$ cat src/rtl/rcd_pkg.sv
package rcd_pkg;

  localparam int DEPTH  = 8;
  localparam int DATA_W = 32;

  typedef enum logic [1:0] {
    OP_INS_REAR  = 2'd0,
    OP_INS_FRONT = 2'd1,
    OP_DEL_FRONT = 2'd2,
    OP_DEL_REAR  = 2'd3
  } op_t;

  typedef enum logic [1:0] {
    ST_DONE        = 2'd0,
    ST_OVERFLOW    = 2'd1,
    ST_UNDERFLOW   = 2'd2,
    ST_NOT_ALLOWED = 2'd3
  } status_t;

  typedef enum logic {
    MODE_IN_RESTRICTED  = 1'b0,
    MODE_OUT_RESTRICTED = 1'b1
  } mode_t;

  typedef struct packed {
    logic push_front;
    logic pop_front;
    logic push_rear;
    logic pop_rear;
  } cell_cmd_t;

endpackage

$ cat src/rtl/restricted_circular_deque.sv
// Channel   Ports                                          Dir   Transfer when
// input     in_valid in_stall in_operation in_value_in     in    in_valid & !in_stall
// result    out_valid out_stall out_status out_value_out   out   out_valid & !out_stall
// config    cfg_wr_en cfg_wr_data                          in    cfg_wr_en
//
// One item per cycle while in_stall is low; its result is registered and shows in the cycle after the transfer.
// The row of slot cells shifts as a whole on front inserts and deletes, so every
// operation completes in the cycle of its transfer.
// Reset (rst_n low, synchronous) empties the queue and sets input-restricted mode.
// in_stall is high only while a result waits and out_stall is high.
module restricted_circular_deque (
  input  logic                              clk,
  input  logic                              rst_n,
  input  logic                              in_valid,
  output logic                              in_stall,
  input  logic [1:0]                        in_operation,
  input  logic signed [rcd_pkg::DATA_W-1:0] in_value_in,
  output logic                              out_valid,
  input  logic                              out_stall,
  output logic [1:0]                        out_status,
  output logic signed [rcd_pkg::DATA_W-1:0] out_value_out,
  input  logic                              cfg_wr_en,
  input  logic                              cfg_wr_data
);

  localparam int N = rcd_pkg::DEPTH;

  logic [N-1:0]                      cell_vld;
  logic [N-1:0]                      vld_inc;
  logic [N-1:0]                      cell_rear;
  logic signed [rcd_pkg::DATA_W-1:0] cell_data [N];
  logic [N-1:0]                      lft_vld;
  logic signed [rcd_pkg::DATA_W-1:0] lft_data  [N];
  logic [N-1:0]                      rgt_vld;
  logic signed [rcd_pkg::DATA_W-1:0] rgt_data  [N];
  logic signed [rcd_pkg::DATA_W-1:0] rear_data;

  rcd_pkg::cell_cmd_t                cmd;
  rcd_pkg::op_t                      op;
  rcd_pkg::mode_t                    mode_r;
  rcd_pkg::status_t                  status;
  logic signed [rcd_pkg::DATA_W-1:0] value;
  logic                              acc;
  logic                              empty;
  logic                              full;
  logic                              done;

  logic                              out_valid_r;
  logic                              out_valid_nxt;
  rcd_pkg::status_t                  out_status_r;
  logic signed [rcd_pkg::DATA_W-1:0] out_value_r;

  assign in_stall = out_valid_r && out_stall;
  assign acc      = in_valid && !in_stall;
  assign op       = rcd_pkg::op_t'(in_operation);
  assign empty    = !cell_vld[0];
  assign full     = cell_vld[N-1];
  assign vld_inc  = cell_vld + N'(1);

  // neighbor links: the front cell sees the incoming value as a valid left neighbor
  always_comb begin
    lft_vld[0]    = 1'b1;
    lft_data[0]   = in_value_in;
    rgt_vld[N-1]  = 1'b0;
    rgt_data[N-1] = '0;
    for (int i = 1; i < N; i++) begin
      lft_vld[i]    = cell_vld[i-1];
      lft_data[i]   = cell_data[i-1];
      rgt_vld[i-1]  = cell_vld[i];
      rgt_data[i-1] = cell_data[i];
    end
  end

  for (genvar g = 0; g < N; g++) begin : g_cell
    rcd_cell u_cell (
      .clk       (clk),
      .rst_n     (rst_n),
      .cmd       (cmd),
      .ins_value (in_value_in),
      .lft_vld   (lft_vld[g]),
      .lft_data  (lft_data[g]),
      .rgt_vld   (rgt_vld[g]),
      .rgt_data  (rgt_data[g]),
      .vld       (cell_vld[g]),
      .data      (cell_data[g]),
      .is_rear   (cell_rear[g])
    );
  end

  always_comb begin
    rear_data = '0;
    for (int i = 0; i < N; i++) begin
      rear_data = rear_data | (cell_data[i] & {rcd_pkg::DATA_W{cell_rear[i]}});
    end
  end

  always_comb begin
    status = rcd_pkg::ST_DONE;
    value  = '0;
    if ((mode_r == rcd_pkg::MODE_IN_RESTRICTED  && op == rcd_pkg::OP_INS_FRONT) ||
        (mode_r == rcd_pkg::MODE_OUT_RESTRICTED && op == rcd_pkg::OP_DEL_REAR)) begin
      status = rcd_pkg::ST_NOT_ALLOWED;
    end else begin
      case (op)
        rcd_pkg::OP_INS_REAR, rcd_pkg::OP_INS_FRONT: begin
          if (full) status = rcd_pkg::ST_OVERFLOW;
        end
        rcd_pkg::OP_DEL_FRONT: begin
          if (empty) status = rcd_pkg::ST_UNDERFLOW;
          else       value  = cell_data[0];
        end
        rcd_pkg::OP_DEL_REAR: begin
          if (empty) status = rcd_pkg::ST_UNDERFLOW;
          else       value  = rear_data;
        end
        default: status = rcd_pkg::ST_DONE;
      endcase
    end
  end

  assign done           = acc && (status == rcd_pkg::ST_DONE);
  assign cmd.push_rear  = done && (op == rcd_pkg::OP_INS_REAR);
  assign cmd.push_front = done && (op == rcd_pkg::OP_INS_FRONT);
  assign cmd.pop_front  = done && (op == rcd_pkg::OP_DEL_FRONT);
  assign cmd.pop_rear   = done && (op == rcd_pkg::OP_DEL_REAR);

  assign out_valid_nxt = acc || (out_valid_r && out_stall);

  always_ff @(posedge clk) begin
    if (!rst_n) begin
      out_valid_r <= 1'b0;
      mode_r      <= rcd_pkg::MODE_IN_RESTRICTED;
    end else begin
      out_valid_r <= out_valid_nxt;
      if (cfg_wr_en) mode_r <= rcd_pkg::mode_t'(cfg_wr_data);
    end
  end

  always_ff @(posedge clk) begin
    if (acc) begin
      out_status_r <= status;
      out_value_r  <= value;
    end
  end

  assign out_valid     = out_valid_r;
  assign out_status    = out_status_r;
  assign out_value_out = out_value_r;

  a_vld_contiguous: assert property (@(posedge clk) disable iff (!rst_n)
    (cell_vld & vld_inc) == '0)
    else $error("occupied cells are not contiguous from the front");

  a_insert_grows: assert property (@(posedge clk) disable iff (!rst_n)
    (cmd.push_rear || cmd.push_front) |=>
      $countones(cell_vld) == $past($countones(cell_vld)) + 1)
    else $error("successful insert did not add one element");

  a_delete_shrinks: assert property (@(posedge clk) disable iff (!rst_n)
    (cmd.pop_rear || cmd.pop_front) |=>
      $countones(cell_vld) + 1 == $past($countones(cell_vld)))
    else $error("successful delete did not remove one element");

  a_underflow_empty: assert property (@(posedge clk) disable iff (!rst_n)
    (acc && status == rcd_pkg::ST_UNDERFLOW) |-> cell_vld == '0)
    else $error("underflow reported on a non-empty queue");

  a_single_rear: assert property (@(posedge clk) disable iff (!rst_n)
    $onehot0(cell_rear))
    else $error("more than one rear cell");

endmodule

$ cat src/rtl/rcd_cell.sv
module rcd_cell (
  input  logic                              clk,
  input  logic                              rst_n,
  input  rcd_pkg::cell_cmd_t                cmd,
  input  logic signed [rcd_pkg::DATA_W-1:0] ins_value,
  input  logic                              lft_vld,
  input  logic signed [rcd_pkg::DATA_W-1:0] lft_data,
  input  logic                              rgt_vld,
  input  logic signed [rcd_pkg::DATA_W-1:0] rgt_data,
  output logic                              vld,
  output logic signed [rcd_pkg::DATA_W-1:0] data,
  output logic                              is_rear
);

  logic                              vld_r;
  logic                              vld_nxt;
  logic signed [rcd_pkg::DATA_W-1:0] data_r;
  logic signed [rcd_pkg::DATA_W-1:0] data_nxt;

  always_comb begin
    vld_nxt  = vld_r;
    data_nxt = data_r;
    if (cmd.push_front) begin
      vld_nxt  = lft_vld;
      data_nxt = lft_data;
    end else if (cmd.pop_front) begin
      vld_nxt  = rgt_vld;
      data_nxt = rgt_data;
    end else if (cmd.push_rear && lft_vld && !vld_r) begin
      vld_nxt  = 1'b1;
      data_nxt = ins_value;
    end else if (cmd.pop_rear && vld_r && !rgt_vld) begin
      vld_nxt  = 1'b0;
    end
  end

  always_ff @(posedge clk) begin
    if (!rst_n) begin
      vld_r <= 1'b0;
    end else begin
      vld_r <= vld_nxt;
    end
  end

  always_ff @(posedge clk) begin
    data_r <= data_nxt;
  end

  assign vld     = vld_r;
  assign data    = data_r;
  assign is_rear = vld_r && !rgt_vld;

endmodule
$ cat config.mk
export PLATFORM = sky130hd
export DESIGN_NAME = restricted_circular_deque
export DESIGN_NICKNAME = d
export VERILOG_FILES = /design/src/rtl/rcd_pkg.sv /design/src/rtl/restricted_circular_deque.sv /design/src/rtl/rcd_cell.sv
export SDC_FILE = /design/constraint.sdc
export NUM_CORES = 1
export LEC_CHECK = 0
export BUFFER_PORTS_ARGS = -buffer_cell sky130_fd_sc_hd__buf_2
export CORE_MARGIN = 5
export CORE_UTILIZATION = 55
export CTS_CLUSTER_DIAMETER = 40
export DETAILED_ROUTE_END_ITERATION = 10
export HOLD_SLACK_MARGIN = 0.12
export PLACE_DENSITY = 0.72
export SLEW_MARGIN = 20
export SYNTH_ARGS = -nofsm -noshare
export SYNTH_HDL_FRONTEND = slang
export SYNTH_HIERARCHICAL = 1
export SYNTH_SLANG_ARGS = --single-unit
$ cat constraint.sdc
create_clock -name clk -period 5.1 [get_ports clk]
set_clock_uncertainty 0.05 [all_clocks]
set_input_delay 0.255 -clock clk [delete_from_list [all_inputs] [get_ports clk]]
set_output_delay 0.255 -clock clk [all_outputs]
set_load 0.02 [all_outputs]
==> results.sh, run 1 <==
export IMPL_outcome="finished clean"
export IMPL_ir_drop_mv=0.226
export IMPL_grt_overflow=0
export IMPL_cp_arrival_ns=3.38
export IMPL_synth_compound_area_frac=0.164
export IMPL_hold_path_class="in2reg"
export IMPL_power_share_sequential=0.431
export IMPL_route_detailed_drc=0
export IMPL_cpPeakStageDelay_ns=0.89
export IMPL_gr_usage_met1=0.336
export IMPL_worst_endpoint_required_ns=5.29
export IMPL_cts_sinks=300
export IMPL_cts_buffers=46
export IMPL_final_net_count=1617
export IMPL_h_tree_depth=2
export IMPL_cap_violations=0
export IMPL_start_util=0.554
export IMPL_cp_cell_sequence="nand2_1 > nor3_2 > buf_4 > buf_4 > mux2i_1 > o21ai_1"
export IMPL_powerDensity_nw_per_um2=342
export IMPL_vias_per_cell=6.13
export IMPL_internal_power_w=0.00506
export IMPL_pwr_share_clk=0.505
export IMPL_crit_family="buffers and inverters"
export IMPL_die_w_um=185
export IMPL_crit_type="reg2reg"
export IMPL_synth_xor_area_frac=0
export IMPL_netlist_instances=1485
export IMPL_switching_share=0.224
export IMPL_grt_max_degree=245
export IMPL_dp_hpwl_um=22600
export IMPL_cts_root_buf="clkbuf_16"
export IMPL_gp_congestion=0.779
export IMPL_synth_top_family_by_area="compound AO/OA/AOI/OAI gates"
export IMPL_p_leak_nw=5.81
export IMPL_synthToLayoutAreaGrowth_pct=13.6
export IMPL_io_pins=76
export IMPL_start_kind="flip-flop"
export IMPL_seqCellArea_sq_um=8910
export IMPL_layout_drive_gt1_share=0.120
export IMPL_gr_usage_met2=0.406
export IMPL_ys_seq_elements=300
export IMPL_antenna_found_initial=1
export IMPL_fin_setup_tns_ns=0
export IMPL_numPortBuffers=75
export IMPL_synth_enable_flop_cells=290
export IMPL_fin_ws_ns=1.91
export IMPL_pre_cts_slack_ns=1.97
export IMPL_synth_avg_cell_area_sq_um=11.3
export IMPL_rows=64
export IMPL_wl_per_cell_um=21.1
export IMPL_rsz0062_at_grt="no"
export IMPL_pwr_share_comb=0.064
export IMPL_ant_nets=0
export IMPL_grt_first_pass_wirelength_um=66400
export IMPL_placeableCoreArea_sq_um=30300
export IMPL_cts_tree="done"
export IMPL_track_usage=0.243
export IMPL_synthFlopType="edfxtp_1"
export IMPL_fmax_mhz=313
export IMPL_final_hold_violation_count=0
export IMPL_finalSetupViolCount=0
export IMPL_yosysUniqueCellTypes=30
export IMPL_drv_slew=0
export IMPL_die_area_sq_um=34100
export IMPL_grtUsageMet3=0.0342
export IMPL_slew_headroom=0.195
export IMPL_nFillCells=2378
export IMPL_synthArstFlopShare=0
export IMPL_vias=12300
export IMPL_grt_busiest_layer="met2"
export IMPL_multi_input_area_sq_um=7080
export IMPL_clk_latency_ns=0.54
export IMPL_fin_crit_sh=0.626
export IMPL_synth_fa_ha_area_frac=0
export IMPL_synth_simple_gate_area_frac=0.0862
export IMPL_first_pass_iters=8
export IMPL_crit_top_cell="buf_4"
export IMPL_clk_pin_slew_worst_paths_ns=0.05
export IMPL_final_util=0.629
export IMPL_die_y_um=185
export IMPL_routed_wl_um=42400
export IMPL_ys_warn_count=6
export IMPL_cts_buffer_depth=3
export IMPL_syn_area_sq_um=16800
export IMPL_synthMuxAreaShare=0.153
export IMPL_critPathMaxFanout=60
export IMPL_switching_power_w=0.00146
export IMPL_path_buf_inv=2
export IMPL_cp_slowest_cell="buf_4"
export IMPL_tightest_slew_ns=1.20
export IMPL_endpoint_kind="flip-flop"
export IMPL_drt_iter0_drc=1523
export IMPL_grt_pass1_vias=12000
export IMPL_seq_area_frac_synth=0.530
export IMPL_fin_crit_ns=3.19
==> kinds of logic (layout without fill, tap and decap cells) <==
family	Yosys count	count (layout)
mux	257	257
compound gates	451	451
simple gates	345	345
flops	300	300
buf+inv	130	224
other cells	2	38
==> per-stage QoR <==
stage          cell area (sq um)  hold WS [ns]  power, W  cells
6_report                   19100         0.136   0.00653   2011
5_1_grt                    19100         0.163   0.00673   2011
4_1_cts                    19100         0.125   0.00656   2009
3_5_place_dp               17100         0.442   0.00325   1889
3_3_place_gp               17100         0.436   0.00323   1888
2_1_floorplan              16900         0.323   0.00311   1520
==> worst register-to-register path, cell delays in order, from the launching register on <==
cell     delay, ns
dfxtp_1       0.48
nand2_1       0.23
nor3_2        0.20
buf_4         0.57
buf_4         0.92
mux2i_1       0.36
o21ai_1       0.09
==> state kept, by name, indices dropped and copies added (netlist names) <==
register            count
g_cell.u_cell/vld       8
out_value_out          32
out_valid               1
mode_r                  1
g_cell.u_cell/data    256
out_status              2
==> power by group through the flow <==
stage | Clock (W) | Combinational (W) | Sequential (W)
floorplan | 0 | 0.000245 | 0.00287
CTS | 0.00333 | 0.000413 | 0.00281
global route | 0.00345 | 0.000459 | 0.00282
finish | 0.00329 | 0.000419 | 0.00281
global placement | 0 | 0.000374 | 0.00286
detailed placement | 0 | 0.000390 | 0.00286
==> repair_timing <==
item,in CTS,in global routing
endpoints found under the hold margin,40,0
setup endpoints to repair,0,0
setup buffers,0,0
gates resized for setup,0,0
hold buffers,35,0
==> cell usage after synthesis, types with 2 or more instances <==
cell type  number  area (sq um)
nor4_1          2          12.5
dfxtp_1        10           200
buf_4          19           143
a22o_1         31           272
a22oi_1       128           961
edfxtp_1      290          8710
nand2_1       276          1040
o211a_1         8          80.1
nor2_1         11          41.3
clkbuf_1       16          60.1
conb_1          2          7.51
mux2i_1       257          2570
o21ai_0        25           125
buf_12         24           480
buf_2          48           240
nor2b_1        18           113
nand4_1        32           200
buf_6          13           146
o21ai_1       248          1240
inv_1          10          37.5
a21boi_0        8          60.1
==> area by class of cell <==
class                           count  area share
Tap cell                          396      0.0260
Clock buffer                       55      0.0660
Timing Repair Buffer              129      0.0492
Sequential cell                   300       0.467
Clock inverter                     30      0.0189
Inverter                           10     0.00197
Antenna cell                        1    0.000131
Multi-Input combinational cell   1090       0.371
==> cell usage in the layout (no fill, tap or decap), types with 9 or more instances in the layout <==
cell type      count
o21ai_1          240
nand4_1           32
inv_1              9
a22oi_1          128
mux2i_1          257
clkbuf_16         49
nor2b_1           10
dlygate4sd3_1     35
nand2_1          276
clkinv_2          10
buf_4             14
a22o_1            31
edfxtp_1         290
buf_2             75
dfxtp_1           10
conb_1            37
o21ai_0           25
nor2_1            11
==> layer usage <==
| metal | vias to the layer above | part of all wire |
|---|---|---|
| met1 | 6022 | 0.44 |
| met5 | - | 0 |
| met4 | 0 | 0.021 |
| met2 | 432 | 0.48 |
| met3 | 72 | 0.059 |
| li1 | 5792 | - |
==> worst paths after layout <==
check,from,endpoint,slack (ns),cells past startpoint
hold reg to reg,g_cell[0].u_cell/data[31]$_DFFE_PP_,g_cell[1].u_cell/data[31]$_DFFE_PP_,0.53,2
hold / removal,in_value_in[28],g_cell[0].u_cell/data[28]$_DFFE_PP_,0.14,3
setup reg to reg,g_cell[0].u_cell/vld$_SDFFE_PN0P_,g_cell[1].u_cell/data[19]$_DFFE_PP_,1.91,6
setup / recovery,g_cell[0].u_cell/vld$_SDFFE_PN0P_,g_cell[1].u_cell/data[19]$_DFFE_PP_,1.91,6
Note: power is estimated with default switching activity, not from simulation.
==> inputs of run 2 (changes only) <==
--- a/config.mk
+++ b/config.mk
@@ -11,7 +11,7 @@
 export CTS_CLUSTER_DIAMETER = 40
 export DETAILED_ROUTE_END_ITERATION = 10
 export HOLD_SLACK_MARGIN = 0.12
-export PLACE_DENSITY = 0.72
+export PLACE_DENSITY = 0.75
 export SLEW_MARGIN = 20
 export SYNTH_ARGS = -nofsm -noshare
 export SYNTH_HDL_FRONTEND = slang
==> constraint.sdc (replaced) <==
create_clock -name clk -period 2.6 [get_ports clk]
set_clock_uncertainty 0.05 [all_clocks]
set_input_delay 0.13 -clock clk [delete_from_list [all_inputs] [get_ports clk]]
set_output_delay 0.13 -clock clk [all_outputs]
set_load 0.02 [all_outputs]
==> run 2 against run 1 <==
Die area unchanged; combinational power up 110%; sequential cell count unchanged; via count up 3.1%; cell area up 1.4%; largest cell class unchanged; highest routed layer unchanged.
==> results.sh, run 2 (synthesis gave the netlist of run 1 again) <==
export IMPL_outcome="finished clean"
export IMPL_fmax_mhz=448
export IMPL_clk_latency_ns=0.55
export IMPL_drv_slew=0
export IMPL_cts_setup_buffers=0
export IMPL_cts_tree="done"
export IMPL_die_y_um=185
export IMPL_wl_met2_um=20500
export IMPL_switching_power_w=0.00296
export IMPL_die_area_sq_um=34100
export IMPL_final_net_count=1648
export IMPL_p_leak_nw=5.94
export IMPL_cts_root_buf="clkbuf_16"
export IMPL_clk_pin_slew_worst_paths_ns=0.06
export IMPL_worst_endpoint_required_ns=2.82
export IMPL_endpoint_kind="flip-flop"
export IMPL_io_pins=76
export IMPL_pwr_share_clk=0.481
export IMPL_hold_depth=5
export IMPL_worstHoldStart="out_stall"
export IMPL_die_w_um=185
export IMPL_rsz0062_at_grt="no"
export IMPL_synthToLayoutAreaGrowth_pct=15.2
export IMPL_layout_drive_gt1_share=0.131
export IMPL_dp_hpwl_um=24900
export IMPL_power_share_sequential=0.448
export IMPL_routed_wl_um=43600
export IMPL_route_detailed_drc=0
export IMPL_grt_pass1_vias=12200
export IMPL_pwr_share_comb=0.071
export IMPL_cp_arrival_ns=2.45
export IMPL_tightest_slew_ns=0.715
export IMPL_finalSetupViolCount=0
export IMPL_cts_hold_buf=40
export IMPL_switching_share=0.241
export IMPL_drt_iter0_drc=1480
export IMPL_reg2reg_to="g_cell[3].u_cell/data[14]$_DFFE_PP_"
export IMPL_r2r_cells=7
export IMPL_crit_type="in2reg"
export IMPL_r2r_start="out_valid$_SDFF_PN0_"
export IMPL_critPathMaxFanout=74
export IMPL_wl_met1_um=18000
export IMPL_first_pass_iters=7
export IMPL_cap_violations=0
export IMPL_vias_per_cell=6.23
export IMPL_start_util=0.554
export IMPL_slew_headroom=0.523
export IMPL_rrSetupSlack_ns=0.37
export IMPL_ant_nets=0
export IMPL_antenna_found_initial=1
export IMPL_cts_buffers=44
export IMPL_layout_commonest_cell="edfxtp_1"
export IMPL_wl_per_cell_um=21.3
export IMPL_internal_power_w=0.00933
export IMPL_grt_overflow=0
export IMPL_start_kind="input port"
export IMPL_placeableCoreArea_sq_um=30300
export IMPL_grt_max_degree=166
export IMPL_track_usage=0.249
export IMPL_cts_buffer_depth=3
export IMPL_fin_setup_tns_ns=0
export IMPL_final_hold_violation_count=0
export IMPL_numPortBuffers=75
export IMPL_largest_reg_flops=256
export IMPL_wl_met3_um=3800
export IMPL_fin_crit_ns=2.23
export IMPL_routed_top_layer="met4"
export IMPL_powerDensity_nw_per_um2=635
export IMPL_rows=64
export IMPL_fin_crit_sh=0.859
export IMPL_gp_congestion=0.806
export IMPL_cts_resized=0
export IMPL_vias=12700
export IMPL_min_to="out_value_out[27]$_SDFFCE_PP0P_"
export IMPL_h_tree_depth=2
export IMPL_cts_sinks=300
export IMPL_final_util=0.638
export IMPL_hold_path_class="in2reg"
export IMPL_final_cell_mix="290 x edfxtp_1, 276 x nand2_1, 257 x mux2i_1, 240 x o21ai_1, 128 x a22oi_1"
export IMPL_ir_drop_mv=0.423
export IMPL_hold_worst_slack_ns=0.357
export IMPL_grt_first_pass_wirelength_um=67700
==> run 2: cell count changes in the layout (fill, tap and decap cells not counted), moves of 3 or more <==
cell	before	now
clkinv_2	10	5
buf_12	4	17
clkinv_4	2	10
bufinv_16	7	3
dlygate4sd3_1	35	40
buf_4	14	30
clkinv_1	2	5
clkbuf_16	49	45
==> run 2: layout make-up <==
type                            count  area, sq um
Antenna cell                        1         2.50
Clock buffer                       49         1140
Clock inverter                     33          334
Fill cell                        2318        11000
Inverter                           10         37.5
Multi-Input combinational cell   1090         7090
Sequential cell                   300         8910
Tap cell                          396          495
Timing Repair Buffer              162         1340
==> run 2: routing by layer <==
metal / vias to the layer above / global-route usage
li1: 5866 / -
met1: 6118 / 0.350
met2: 613 / 0.400
met3: 109 / 0.0407
met4: 0 / 0.0799
met5: - / 0
==> run 2: how the worst max path moves through the flow <==
| stage | startpoint | slack, ns | end |
|---|---|---|---|
| floorplan | g_cell[0].u_cell/vld$_SDFFE_PN0P_ | 0.009 | g_cell[0].u_cell/data[0]$_DFFE_PP_ |
| global placement | out_valid$_SDFF_PN0_ | 0.37 | g_cell[3].u_cell/data[21]$_DFFE_PP_ |
| detailed placement | out_valid$_SDFF_PN0_ | 0.36 | g_cell[3].u_cell/data[21]$_DFFE_PP_ |
| CTS | out_valid$_SDFF_PN0_ | 0.36 | g_cell[3].u_cell/data[28]$_DFFE_PP_ |
| global route | out_valid$_SDFF_PN0_ | 0.18 | g_cell[2].u_cell/data[11]$_DFFE_PP_ |
| finish | in_operation[1] | 0.37 | g_cell[7].u_cell/data[20]$_DFFE_PP_ |
==> run 2: power by group through the flow <==
stage	logic [W]	clock network, W	registers [W]
2_1_floorplan	0.000484	0	0.00563
3_3_place_gp	0.000771	0	0.00561
3_5_place_dp	0.000804	0	0.00561
4_1_cts	0.000856	0.00598	0.00551
5_1_grt	0.000944	0.00620	0.00552
6_report	0.000867	0.00591	0.00551
==> run 2: worst max-delay path, stage by stage <==
cell and delay [ns]:
dlygate4sd3_1 0.53, buf_2 0.19, nand2_1 0.19, nor3_2 0.27, buf_12 0.23, buf_12 0.40, mux2i_1 0.29, o21ai_1 0.10
==> run 2: metrics by stage <==
step                      worst slack [ns]  std cells  cell area [sq um]  total power, W
final                                0.368       2041              19400          0.0123
after floorplan                    0.00856       1520              17000         0.00611
after detailed placement             0.360       1918              17500         0.00641
after CTS                            0.360       2040              19300          0.0123
after global routing                 0.176       2041              19400          0.0127
after global placement               0.367       1918              17500         0.00638
